[src/hdl/dclk_pkg.sv]
// dclk_pkg: shared types and constants for the door controller with code lock
// no dependencies; used by every module of the block

package dclk_pkg;

  localparam int CODE_W     = 14;
  localparam int TICK_W     = 8;
  localparam int DIGIT_CW   = 3;
  localparam int CFG_IDX_W  = 1;
  localparam int CFG_DATA_W = 14;

  localparam logic [CODE_W-1:0]   CODE_RESET   = 14'd1111;
  localparam logic [TICK_W-1:0]   TICKS_RESET  = 8'd15;
  localparam logic [7:0]          KEY_ZERO     = 8'h30;
  localparam logic [7:0]          KEY_NINE     = 8'h39;
  localparam logic [7:0]          KEY_HASH     = 8'h23;
  localparam logic [DIGIT_CW-1:0] CODE_DIGITS  = 3'd4;
  localparam logic [CODE_W-1:0]   DECIMAL_BASE = 14'd10;

  localparam logic [CFG_IDX_W-1:0] REG_LOCK_CODE = 1'd0;
  localparam logic [CFG_IDX_W-1:0] REG_DEBOUNCE  = 1'd1;

  typedef enum logic [1:0] {
    OP_TICK   = 2'd0,
    OP_KEY    = 2'd1,
    OP_REMOTE = 2'd2,
    OP_NONE   = 2'd3
  } op_t;

  typedef enum logic [2:0] {
    DOOR_CLOSED          = 3'd1,
    DOOR_CLOSING_STOPPED = 3'd2,
    DOOR_OPEN            = 3'd3,
    DOOR_OPENING_STOPPED = 3'd4,
    DOOR_OPENING         = 3'd5,
    DOOR_CLOSING         = 3'd6
  } door_t;

  typedef enum logic [1:0] {
    MOTOR_OFF   = 2'd0,
    MOTOR_OPEN  = 2'd1,
    MOTOR_CLOSE = 2'd2
  } motor_t;

  typedef enum logic [1:0] {
    EV_NONE     = 2'd0,
    EV_PRESSED  = 2'd1,
    EV_RELEASED = 2'd2
  } sw_event_t;

  typedef enum logic [1:0] {
    CODE_NONE   = 2'd0,
    CODE_ACCEPT = 2'd1,
    CODE_REJECT = 2'd2
  } code_res_t;

  typedef struct packed {
    logic      level;
    sw_event_t evt;
  } sw_status_t;

endpackage

[src/hdl/dclk_if.sv]
// dclk_in_if, dclk_out_if: valid/ready channels for items and results
// no dependencies; field widths are written out as literals

interface dclk_in_if;
  logic       valid;
  logic       ready;
  logic [1:0] operation;
  logic       closed_switch_raw;
  logic       open_switch_raw;
  logic [7:0] key_code;

  modport source (output valid, operation, closed_switch_raw, open_switch_raw, key_code,
                  input ready);
  modport sink (input valid, operation, closed_switch_raw, open_switch_raw, key_code,
                output ready);
endinterface

interface dclk_out_if;
  logic       valid;
  logic       ready;
  logic [2:0] door_state;
  logic [1:0] motor_drive;
  logic       closed_level;
  logic       open_level;
  logic [1:0] closed_event;
  logic [1:0] open_event;
  logic [1:0] code_result;

  modport source (output valid, door_state, motor_drive, closed_level, open_level,
                  closed_event, open_event, code_result, input ready);
  modport sink (input valid, door_state, motor_drive, closed_level, open_level,
                closed_event, open_event, code_result, output ready);
endinterface

[src/hdl/door_controller_with_code_lock.sv]
// door_controller_with_code_lock: each item is held in an input register, then goes through
// one pass of logic into the result register
// throughput one item per cycle while the result is not stalled; a stalled result still lets the input register fill
// synchronous active-low reset: door closed, motor stopped, switches released,
// code cleared, configuration back to code 1111 and 15 debounce ticks

module door_controller_with_code_lock (
  input  logic                                 clk,
  input  logic                                 rst_n,
  dclk_in_if.sink                              in_if,
  dclk_out_if.source                           out_if,
  input  logic                                 cfg_we,
  input  logic [dclk_pkg::CFG_IDX_W-1:0]       cfg_index,
  input  logic [dclk_pkg::CFG_DATA_W-1:0]      cfg_wdata
);

  logic [dclk_pkg::CODE_W-1:0] code_r;
  logic [dclk_pkg::TICK_W-1:0] ticks_r;

  logic                 s1_valid_r;
  dclk_pkg::op_t        op_r;
  logic                 closed_raw_r;
  logic                 open_raw_r;
  logic [7:0]           key_r;

  logic                 out_valid_r;
  dclk_pkg::door_t      door_out_r;
  dclk_pkg::motor_t     motor_out_r;
  logic                 closed_level_r;
  logic                 open_level_r;
  dclk_pkg::sw_event_t  closed_event_r;
  dclk_pkg::sw_event_t  open_event_r;
  dclk_pkg::code_res_t  code_result_r;

  dclk_pkg::door_t      door_r, door_nxt;
  dclk_pkg::motor_t     motor_r, motor_nxt;

  logic                 out_free;
  logic                 adv;
  logic                 act;
  dclk_pkg::sw_status_t closed_st;
  dclk_pkg::sw_status_t open_st;
  dclk_pkg::code_res_t  code_res;

  assign out_free    = !out_valid_r || out_if.ready;
  assign adv         = s1_valid_r && out_free;
  assign in_if.ready = !s1_valid_r || out_free;

  // configuration
  always_ff @(posedge clk) begin
    if (!rst_n) begin
      code_r  <= dclk_pkg::CODE_RESET;
      ticks_r <= dclk_pkg::TICKS_RESET;
    end else if (cfg_we) begin
      unique case (cfg_index)
        dclk_pkg::REG_LOCK_CODE: code_r  <= cfg_wdata;
        dclk_pkg::REG_DEBOUNCE:  ticks_r <= cfg_wdata[dclk_pkg::TICK_W-1:0];
        default: ;
      endcase
    end
  end

  // input register
  always_ff @(posedge clk) begin
    if (!rst_n) begin
      s1_valid_r <= 1'b0;
    end else if (in_if.ready) begin
      s1_valid_r <= in_if.valid;
    end
  end

  always_ff @(posedge clk) begin
    if (in_if.valid && in_if.ready) begin
      op_r         <= dclk_pkg::op_t'(in_if.operation);
      closed_raw_r <= in_if.closed_switch_raw;
      open_raw_r   <= in_if.open_switch_raw;
      key_r        <= in_if.key_code;
    end
  end

  dclk_debounce u_closed_sw (
    .clk    (clk),
    .rst_n  (rst_n),
    .en     (adv && op_r == dclk_pkg::OP_TICK),
    .raw    (closed_raw_r),
    .reload (ticks_r),
    .status (closed_st)
  );

  dclk_debounce u_open_sw (
    .clk    (clk),
    .rst_n  (rst_n),
    .en     (adv && op_r == dclk_pkg::OP_TICK),
    .raw    (open_raw_r),
    .reload (ticks_r),
    .status (open_st)
  );

  dclk_code u_code (
    .clk        (clk),
    .rst_n      (rst_n),
    .en         (adv && op_r == dclk_pkg::OP_KEY),
    .key        (key_r),
    .lock_code  (code_r),
    .result     (code_res)
  );

  assign act = adv && (op_r == dclk_pkg::OP_REMOTE || code_res == dclk_pkg::CODE_ACCEPT);

  // door state machine
  always_ff @(posedge clk) begin
    if (!rst_n) begin
      door_r  <= dclk_pkg::DOOR_CLOSED;
      motor_r <= dclk_pkg::MOTOR_OFF;
    end else begin
      door_r  <= door_nxt;
      motor_r <= motor_nxt;
    end
  end

  always_comb begin
    door_nxt  = door_r;
    motor_nxt = motor_r;
    if (act) begin
      unique case (door_r)
        dclk_pkg::DOOR_OPENING: begin
          door_nxt  = dclk_pkg::DOOR_OPENING_STOPPED;
          motor_nxt = dclk_pkg::MOTOR_OFF;
        end
        dclk_pkg::DOOR_CLOSING: begin
          door_nxt  = dclk_pkg::DOOR_CLOSING_STOPPED;
          motor_nxt = dclk_pkg::MOTOR_OFF;
        end
        dclk_pkg::DOOR_OPEN, dclk_pkg::DOOR_OPENING_STOPPED: begin
          door_nxt  = dclk_pkg::DOOR_CLOSING;
          motor_nxt = dclk_pkg::MOTOR_CLOSE;
        end
        default: begin
          door_nxt  = dclk_pkg::DOOR_OPENING;
          motor_nxt = dclk_pkg::MOTOR_OPEN;
        end
      endcase
    end
    // closed first, open last
    if (closed_st.evt == dclk_pkg::EV_PRESSED) begin
      door_nxt  = dclk_pkg::DOOR_CLOSED;
      motor_nxt = dclk_pkg::MOTOR_OFF;
    end
    if (open_st.evt == dclk_pkg::EV_PRESSED) begin
      door_nxt  = dclk_pkg::DOOR_OPEN;
      motor_nxt = dclk_pkg::MOTOR_OFF;
    end
  end

  // result register
  always_ff @(posedge clk) begin
    if (!rst_n) begin
      out_valid_r <= 1'b0;
    end else if (adv) begin
      out_valid_r <= 1'b1;
    end else if (out_if.ready) begin
      out_valid_r <= 1'b0;
    end
  end

  always_ff @(posedge clk) begin
    if (adv) begin
      door_out_r     <= door_nxt;
      motor_out_r    <= motor_nxt;
      closed_level_r <= closed_st.level;
      open_level_r   <= open_st.level;
      closed_event_r <= closed_st.evt;
      open_event_r   <= open_st.evt;
      code_result_r  <= code_res;
    end
  end

  assign out_if.valid        = out_valid_r;
  assign out_if.door_state   = door_out_r;
  assign out_if.motor_drive  = motor_out_r;
  assign out_if.closed_level = closed_level_r;
  assign out_if.open_level   = open_level_r;
  assign out_if.closed_event = closed_event_r;
  assign out_if.open_event   = open_event_r;
  assign out_if.code_result  = code_result_r;

endmodule

[src/hdl/dclk_debounce.sv]
// dclk_debounce: countdown debouncer for one limit switch
// depends on dclk_pkg

module dclk_debounce (
  input  logic                          clk,
  input  logic                          rst_n,
  input  logic                          en,
  input  logic                          raw,
  input  logic [dclk_pkg::TICK_W-1:0]   reload,
  output dclk_pkg::sw_status_t          status
);

  logic                        pending_r, pending_nxt;
  logic                        stable_r, stable_nxt;
  logic                        waiting_r, waiting_nxt;
  logic [dclk_pkg::TICK_W-1:0] count_r, count_nxt;
  dclk_pkg::sw_event_t         evt;

  always_comb begin
    pending_nxt = pending_r;
    stable_nxt  = stable_r;
    waiting_nxt = waiting_r;
    count_nxt   = count_r;
    evt         = dclk_pkg::EV_NONE;
    if (en) begin
      if (raw != pending_r) begin
        count_nxt   = reload;
        pending_nxt = raw;
        waiting_nxt = 1'b1;
      end else if (count_r != '0) begin
        count_nxt = count_r - 1'b1;
      end else if (waiting_r) begin
        stable_nxt  = pending_r;
        waiting_nxt = 1'b0;
        evt = pending_r ? dclk_pkg::EV_RELEASED : dclk_pkg::EV_PRESSED;
      end
    end
  end

  assign status.level = stable_nxt;
  assign status.evt   = evt;

  always_ff @(posedge clk) begin
    if (!rst_n) begin
      pending_r <= 1'b1;
      stable_r  <= 1'b1;
      waiting_r <= 1'b0;
      count_r   <= '0;
    end else begin
      pending_r <= pending_nxt;
      stable_r  <= stable_nxt;
      waiting_r <= waiting_nxt;
      count_r   <= count_nxt;
    end
  end

endmodule

[src/hdl/dclk_code.sv]
// dclk_code: four digit code entry and check on '#'
// depends on dclk_pkg

module dclk_code (
  input  logic                          clk,
  input  logic                          rst_n,
  input  logic                          en,
  input  logic [7:0]                    key,
  input  logic [dclk_pkg::CODE_W-1:0]   lock_code,
  output dclk_pkg::code_res_t           result
);

  logic [dclk_pkg::CODE_W-1:0]   value_r, value_nxt;
  logic [dclk_pkg::DIGIT_CW-1:0] digits_r, digits_nxt;
  logic [dclk_pkg::CODE_W-1:0]   base;
  logic [dclk_pkg::DIGIT_CW-1:0] base_digits;
  logic [dclk_pkg::CODE_W-1:0]   digit;
  logic                          restart;

  assign restart     = (digits_r >= dclk_pkg::CODE_DIGITS);
  assign base        = restart ? '0 : value_r;
  assign base_digits = restart ? '0 : digits_r;
  // ascii digits carry their value in the low nibble
  assign digit       = {{(dclk_pkg::CODE_W-4){1'b0}}, key[3:0]};

  always_comb begin
    value_nxt  = value_r;
    digits_nxt = digits_r;
    result     = dclk_pkg::CODE_NONE;
    if (en) begin
      if (key >= dclk_pkg::KEY_ZERO && key <= dclk_pkg::KEY_NINE) begin
        digits_nxt = base_digits + 1'b1;
        value_nxt  = base * dclk_pkg::DECIMAL_BASE + digit;
      end else if (key == dclk_pkg::KEY_HASH) begin
        if (digits_r == dclk_pkg::CODE_DIGITS && value_r == lock_code) begin
          result = dclk_pkg::CODE_ACCEPT;
        end else begin
          result = dclk_pkg::CODE_REJECT;
        end
        value_nxt  = '0;
        digits_nxt = '0;
      end
    end
  end

  always_ff @(posedge clk) begin
    if (!rst_n) begin
      value_r  <= '0;
      digits_r <= '0;
    end else begin
      value_r  <= value_nxt;
      digits_r <= digits_nxt;
    end
  end

endmodule

[src/flat_wrapper.sv]
// flat-port wrapper written by rule: the top's interface ports become plain ports
module door_controller_with_code_lock_flat 
  (clk, rst_n, cfg_we, cfg_index, cfg_wdata, in_if_valid, in_if_operation, in_if_closed_switch_raw, in_if_open_switch_raw, in_if_key_code, in_if_ready, out_if_valid, out_if_door_state, out_if_motor_drive, out_if_closed_level, out_if_open_level, out_if_closed_event, out_if_open_event, out_if_code_result, out_if_ready);
  dclk_in_if in_if_i ();
  dclk_out_if out_if_i ();
  input  logic clk;
  input  logic rst_n;
  input  logic cfg_we;
  input  logic [dclk_pkg::CFG_IDX_W-1:0] cfg_index;
  input  logic [dclk_pkg::CFG_DATA_W-1:0] cfg_wdata;
  input wire logic [$bits(in_if_i.valid)-1:0] in_if_valid;
  input wire logic [$bits(in_if_i.operation)-1:0] in_if_operation;
  input wire logic [$bits(in_if_i.closed_switch_raw)-1:0] in_if_closed_switch_raw;
  input wire logic [$bits(in_if_i.open_switch_raw)-1:0] in_if_open_switch_raw;
  input wire logic [$bits(in_if_i.key_code)-1:0] in_if_key_code;
  output wire logic [$bits(in_if_i.ready)-1:0] in_if_ready;
  output wire logic [$bits(out_if_i.valid)-1:0] out_if_valid;
  output wire logic [$bits(out_if_i.door_state)-1:0] out_if_door_state;
  output wire logic [$bits(out_if_i.motor_drive)-1:0] out_if_motor_drive;
  output wire logic [$bits(out_if_i.closed_level)-1:0] out_if_closed_level;
  output wire logic [$bits(out_if_i.open_level)-1:0] out_if_open_level;
  output wire logic [$bits(out_if_i.closed_event)-1:0] out_if_closed_event;
  output wire logic [$bits(out_if_i.open_event)-1:0] out_if_open_event;
  output wire logic [$bits(out_if_i.code_result)-1:0] out_if_code_result;
  input wire logic [$bits(out_if_i.ready)-1:0] out_if_ready;
  assign in_if_i.valid = in_if_valid;
  assign in_if_i.operation = in_if_operation;
  assign in_if_i.closed_switch_raw = in_if_closed_switch_raw;
  assign in_if_i.open_switch_raw = in_if_open_switch_raw;
  assign in_if_i.key_code = in_if_key_code;
  assign in_if_ready = in_if_i.ready;
  assign out_if_valid = out_if_i.valid;
  assign out_if_door_state = out_if_i.door_state;
  assign out_if_motor_drive = out_if_i.motor_drive;
  assign out_if_closed_level = out_if_i.closed_level;
  assign out_if_open_level = out_if_i.open_level;
  assign out_if_closed_event = out_if_i.closed_event;
  assign out_if_open_event = out_if_i.open_event;
  assign out_if_code_result = out_if_i.code_result;
  assign out_if_i.ready = out_if_ready;
  door_controller_with_code_lock u_core (.clk(clk), .rst_n(rst_n), .in_if(in_if_i), .out_if(out_if_i), .cfg_we(cfg_we), .cfg_index(cfg_index), .cfg_wdata(cfg_wdata));
endmodule
[config.mk]
export PLATFORM = sky130hd
export DESIGN_NAME = door_controller_with_code_lock_flat
export DESIGN_NICKNAME = d
export VERILOG_FILES = /design/src/hdl/dclk_pkg.sv /design/src/hdl/dclk_if.sv /design/src/hdl/door_controller_with_code_lock.sv /design/src/hdl/dclk_debounce.sv /design/src/hdl/dclk_code.sv /design/src/flat_wrapper.sv
export SDC_FILE = /design/constraint.sdc
export NUM_CORES = 1
export LEC_CHECK = 0
export ABC_AREA = 1
export ABC_CLOCK_PERIOD_IN_PS = 7400
export BUFFER_PORTS_ARGS = -buffer_cell sky130_fd_sc_hd__buf_2
export CORE_UTILIZATION = 45
export CTS_CLUSTER_SIZE = 28
export DETAILED_ROUTE_END_ITERATION = 10
export GPL_TIMING_DRIVEN = 1
export PLACE_DENSITY_LB_ADDON = 0.2
export SLEW_MARGIN = 20
export SYNTH_ARGS = -nofsm -noshare
export SYNTH_HDL_FRONTEND = slang
export SYNTH_SLANG_ARGS = --single-unit
[constraint.sdc]
create_clock -name clk -period 7.4 [get_ports clk]
set_input_delay 0.37 -clock clk [delete_from_list [all_inputs] [get_ports clk]]
set_output_delay 0.37 -clock clk [all_outputs]
set_load 0.05 [all_outputs]
**Word-level counts from Yosys, hierarchy flattened**

Index checks and enable logic that the tools add are counted.
Widths: inputs -> output; s select.

- Add/sub/neg operators: 4
- $mul: 1
- $lt $le $gt $ge: 3
- Equality and inequality tests: 16
- Muxes and demuxes: 46
- Bitwise operators: 1
- Reduce and logical (&&, ||, !) cells: 30

Operators by type and width:

| kind | count |
|---|---|
| $mux 14 | 3 |
| $mux 2 | 17 |
| $mux 8 | 4 |
| $mux 3 | 6 |
| $reduce_and 2->1 | 9 |
| $reduce_bool 8->1 | 2 |
| $sub 8x1->8 const B | 2 |
| $add 14x4->14 | 1 |
| $eq 14x14->1 | 1 |
| $mul 14x3->13 const B | 1 |
| $mux 1 | 14 |
| $eq 3x3->1 const B | 4 |
| $pmux 3 s3 | 1 |
| $eq 2x1->1 const B | 4 |
| $eq 8x6->1 const B | 1 |
| $ge 8x6->1 const B | 1 |
| $le 8x6->1 const B | 1 |
| $reduce_bool 2->1 | 4 |
| $logic_and 1x1->1 | 7 |
| $ne 2x2->1 const B | 2 |
| $pmux 2 s2 | 1 |
| $reduce_or 2->1 | 2 |
| $add 3x1->3 const B | 1 |
| $eq 3x2->1 const B | 1 |
| 7 further kinds | 11 |

- Flip-flop bits (word level): 93
- Bits of input ports: 32
- Output and inout port bits: 15
- Word-level logic and storage cells: 128

**Logic depth before layout (Yosys ltp)**

- Depth after elaboration: 12
- Depth in mapped cells: 19
- Gate-level depth less buffers: 18

**By module**

From an unflattened synthesis, not the netlist that was laid out.

- Cells, all modules: 759
- Area, all modules: 5435.2 µm²

Modules (own cells, without submodules):

| module | times used | cells an instance | area each (µm²) | seq. area each (µm²) |
|---|---|---|---|---|
| dclk_code | 1 | 313 | 1954.4 | 340.3 |
| door_controller_with_code_lock | 1 | 190 | 1951.9 | 1331.3 |
| dclk_debounce | 2 | 128 | 764.5 | 220.2 |

**Worst setup path before layout**

OpenSTA, ideal clock, no wires.

- Kind: register to register
- Start point: register u_core.u_code.digits_r[2] (netlist name)
- End point: register u_core.u_code.value_r[13] (netlist name)
- Setup time: 0.070 ns
- Arrival time: 2.549 ns
- Required time: 7.330 ns
- Setup slack: 4.780 ns
- Stages on the path, launching flop included: 18
- Path buffers: 3
- Period minus slack after synthesis: 2.620 ns
- Cells stage by stage: dfxtp_1 -> buf_2 -> clkbuf_1 -> nor2_1 -> ha_1 -> ha_1 -> buf_4 -> a21oi_2 -> nand2_1 -> nand2_1 -> nand2_2 -> nor2_2 -> nand2_1 -> nor2_2 -> nand3_1 -> nand2_1 -> nand3_1 -> a21oi_1

- Longest elaborated chain between the ends: 5

RTL lines:

| element | RTL line | text |
|---|---|---|
| start: declaration | dclk_code.sv:14 | `logic [dclk_pkg::DIGIT_CW-1:0] digits_r, digits_nxt;` |
| start signal: assignment | dclk_code.sv:52 | `digits_r <= digits_nxt;` |
| $ge 3x3->1 | dclk_code.sv:20 | `assign restart = (digits_r >= dclk_pkg::CODE_DIGITS);` |
| $mux 14 | dclk_code.sv:21 | `assign base = restart ? '0 : value_r;` |
| $mul 14x3->13 | dclk_code.sv:33 | `value_nxt = base * dclk_pkg::DECIMAL_BASE + digit;` |
| $add 14x4->14 | dclk_code.sv:33 |  |
| $mux 14 | dclk_code.sv:31 | `if (key >= dclk_pkg::KEY_ZERO && key <= dclk_pkg::KEY_NINE) begin` |
| end signal: assignment | dclk_code.sv:51 | `value_r <= value_nxt;` |
| end: declaration | dclk_code.sv:13 | `logic [dclk_pkg::CODE_W-1:0] value_r, value_nxt;` |

Every way passes these cells.
A chain may end at the register's enable or synchronous reset.

**Worst setup path in the final report**

Same ends and word-level chain as after synthesis.

==> impl_metrics.py <==
metrics = {
    "detailed_routing": {
        "drc": 0,
        "wl_um": 11900,
        "via_per_inst": 5.20,
        "vias": 4647,
        "drtAntennaViolNets": 0,
        "dr.pass1.iters": 5,
        "drt_iter0_drc": 345,
        "wl_per_cell_um": 13.3,
    },
    "floorplanning": {
        "fp.dieH_um": 109,
        "dieArea_um2": 11900,
        "core_area_um2": 11000,
        "start_util": 0.468,
        "rows": 38,
        "io_pins": 47,
        "die_w_um": 109,
    },
    "min_path": {
        "holdPathStages": 1,
        "holdCritStartpoint": "in_if_operation[1]",
        "hold_path_class": "input pin to flip-flop",
        "min_to": "u_core.op_r[1]",
    },
    "timing": {
        "skew_ns": 0.00846,
        "fin_ws_ns": 4.38,
        "whs_ns": 0.206,
        "setup-tns-final_ns": 0,
        "finalSetupViolations": 0,
        "drv_slew": 0,
        "finalCriticalPeriod_ns": 3.02,
        "tightestPinTransition_ns": 1.08,
        "hold_viol": 0,
        "min_period_over_period": 0.408,
        "maxSlewHeadroom": 0.281,
        "rsz0062_at_grt": "false",
        "fmax_ghz": 0.331,
    },
    "clock_tree": {
        "cts_inserted_buffers": 9,
        "ctsRootBufferMaster": "clkbuf_16",
        "htree_num_levels": 3,
        "clock_latency_ns": 0.34,
        "cts_resized": 0,
        "cts.sinks": 93,
        "cts_setup_buffers": 0,
        "clk_path_buf_depth": 2,
        "clk_pin_slew_worst_paths_ns": 0.07,
        "hold_buffers": 0,
        "cts_tree": "built",
    },
    "final_layout": {
        "regArea_um2": 2110,
        "syn_to_final_growth_pct": 12.5,
        "drive_above_1_share": 0.138,
        "antennaDiodeCount": 0,
        "nets": 804,
        "postLayoutCellArea_um2": 5790,
        "nFillCells": 1082,
        "multi_input_area_um2": 2610,
        "final_cell_mix": "nand2_1, nor2_1, inv_1",
        "final_cells": 894,
        "layout_commonest_cell": "nand2_1",
        "postLayoutCoreUtil": 0.527,
    },
    "setup_path": {
        "r2r_slack_ns": 4.38,
        "crit_fanout": 17,
        "r2r_start": "u_core.u_code.digits_r[2]",
        "r2r_cells": 17,
        "r2r_end": "u_core.u_code.value_r[13]",
        "crit_family": "simple AND/OR/NAND/NOR gates",
        "crit_top_cell": "nand2_1",
        "critPathKind": "flip-flop to flip-flop",
        "path_cells": "inv_2 -> nand2_1 -> nor2_1 -> nor2_1 -> ha_1 -> fa_1 -> nand2_1 -> nand3_1 -> nor2_1 -> nand2_1 -> nand2_1 -> nand2_1 -> nor2_2 -> nand3_1 -> nand2_1 -> nand3_1 -> a21oi_1",
        "cp-start-kind": "flip-flop",
        "crit_path_end_kind": "flip-flop",
        "cp_num_buf_inv": 1,
        "max_stage_delay_ns": 0.47,
        "critical_path.slowest_cell": "dfxtp_1",
        "crit_arrival_ns": 3.27,
        "cp.required_ns": 7.65,
    },
    "placed_design": {
        "place_hpwl_um": 9090,
        "place_inst": 878,
        "io_buffer_count": 46,
        "dpl_cell_area_um2": 5500,
        "place_congestion": 0.874,
        "dpl_worst_slack_ns": 4.42,
    },
    "yosys": {
        "syn_nets": 761,
        "yosysSeqAreaShare": 0.411,
        "syn-cell-area_um2": 5140,
        "synth_warnings": 0,
        "synth_cell_types": 43,
        "synth_cells": 706,
        "syn_area_per_cell_um2": 7.28,
        "ys_ff_latch": 93,
    },
    "global_routing": {
        "grt-ovfl-total": 0,
        "grt_max_degree": 39,
        "first_global_vias": 4307,
        "grt.total_usage": 0.212,
        "grt_first_pass_wirelength_um": 19800,
        "antenna_found_initial": 0,
    },
    "outcome": {
        "status": "complete, no violations",
    },
    "power": {
        "power.total_mw": 1.12,
        "p_per_area_nw_per_um2": 193,
        "ir_drop_uv": 124,
        "p_leak_nw": 2.63,
    },
    "flow_run": {
        "cap_violations": 0,
    },
}
-- how the worst max path moves through the flow --
stage	from	to	slack, ns	cells after the start
2_1_floorplan	u_core.u_code.digits_r[2]	u_core.u_code.value_r[13]	4.78	17
3_3_place_gp	u_core.u_code.digits_r[2]	u_core.u_code.value_r[13]	4.63	15
3_5_place_dp	u_core.u_code.digits_r[2]	u_core.u_code.value_r[13]	4.42	16
4_1_cts	u_core.u_code.digits_r[2]	u_core.u_code.value_r[13]	4.42	16
5_1_grt	u_core.u_code.digits_r[2]	u_core.u_code.value_r[13]	4.12	17
6_report	u_core.u_code.digits_r[2]	u_core.u_code.value_r[13]	4.38	17
-- cell usage after synthesis --
| library cell | count | area [um^2] |
|---|---|---|
| a31oi_1 | 6 | 37.5 |
| clkbuf_1 | 12 | 45.0 |
| nand2b_1 | 1 | 6.26 |
| o21ai_2 | 1 | 8.76 |
| edfxtp_1 | 25 | 751 |
| nor3_1 | 9 | 45.0 |
| a21boi_0 | 1 | 7.51 |
| nand4_1 | 17 | 106 |
| nor2_4 | 2 | 22.5 |
| o211ai_1 | 2 | 15.0 |
| nand3b_1 | 2 | 15.0 |
| or2_0 | 1 | 6.26 |
| buf_2 | 3 | 15.0 |
| nand2_1 | 171 | 642 |
| or2_1 | 2 | 12.5 |
| inv_1 | 73 | 274 |
| or2_2 | 2 | 12.5 |
| nand2_2 | 6 | 37.5 |
| nor3_4 | 2 | 32.5 |
| a21oi_2 | 1 | 8.76 |
| nor2_1 | 81 | 304 |
| dfxtp_1 | 68 | 1360 |
| nand3_1 | 48 | 240 |
| o21ai_1 | 8 | 40.0 |
| nor2_2 | 4 | 25.0 |
| ha_1 | 22 | 275 |
| nand2_4 | 1 | 11.3 |
| a211oi_1 | 6 | 45.0 |
| inv_2 | 20 | 75.1 |
| fa_1 | 1 | 20.0 |
| xor2_2 | 1 | 16.3 |
| o21a_1 | 1 | 7.51 |
| xnor2_1 | 3 | 26.3 |
| nor3_2 | 1 | 10.0 |
| nor4_1 | 3 | 18.8 |
| o31ai_1 | 2 | 15.0 |
| nand3b_2 | 1 | 11.3 |
| and2_1 | 1 | 6.26 |
| nor3b_1 | 1 | 7.51 |
| xor2_1 | 14 | 123 |
| a21oi_1 | 40 | 200 |
| buf_4 | 1 | 7.51 |
| o21ai_0 | 39 | 195 |
-- worst reg2reg max path: cells and delay by family, from the launching register on --
family / cells / cell delay, ns
and+or+nand+nor: 13 / 1.45
adders and majority gates: 2 / 0.73
DFF: 1 / 0.47
buffers and inverters: 1 / 0.18
AOI/OAI and AO/OA: 1 / 0.13
-- cells by family (layout without fill, tap and decap cells) --
logic type | after synthesis | after routing | share of synthesized area
AND/OR/NAND/NOR | 356 | 356 | 0.306
AO/OA/AOI/OAI | 107 | 107 | 0.113
XOR/XNOR | 18 | 18 | 0.0321
buffers and inverters | 109 | 157 | 0.0810
flip-flops | 93 | 93 | 0.411
adder cells (fa/ha/maj) | 23 | 23 | 0.0574
-- flip-flops by register name (all words and copies together), names as in the netlist, 2 cells and up --
| name | cells |
|---|---|
| u_core.code_r | 14 |
| u_core.door_r | 3 |
| u_core.key_r | 8 |
| u_core.motor_r | 2 |
| u_core.op_r | 2 |
| u_core.out_if.closed_event | 2 |
| u_core.out_if.code_result | 2 |
| u_core.out_if.door_state | 3 |
| u_core.out_if.motor_drive | 2 |
| u_core.out_if.open_event | 2 |
| u_core.ticks_r | 8 |
| u_core.u_closed_sw.count_r | 8 |
| u_core.u_code.digits_r | 3 |
| u_core.u_code.value_r | 14 |
| u_core.u_open_sw.count_r | 8 |
-- per-layer routing --
layer	GRT usage	part of all wire	wire (um)
met4	0.0550	0.0080	95
met5	0	0	0
met1	0.293	0.50	5880
met2	0.344	0.45	5360
met3	0.0335	0.044	528
-- final cells by class --
class,instances,area share
Multi-Input combinational cell,504,0.452
Clock inverter,5,0.0102
Clock buffer,11,0.0402
Timing Repair Buffer,48,0.0424
Tap cell,140,0.0303
Inverter,93,0.0603
Sequential cell,93,0.365
-- where the power goes --
group | switching [mW] | leakage (nW) | internal [mW]
clock network | 0.191 | 0.136 | 0.263
logic | 0.0733 | 1.70 | 0.0349
registers | 0.0137 | 0.787 | 0.543
(Power assumes the default switching activity.)
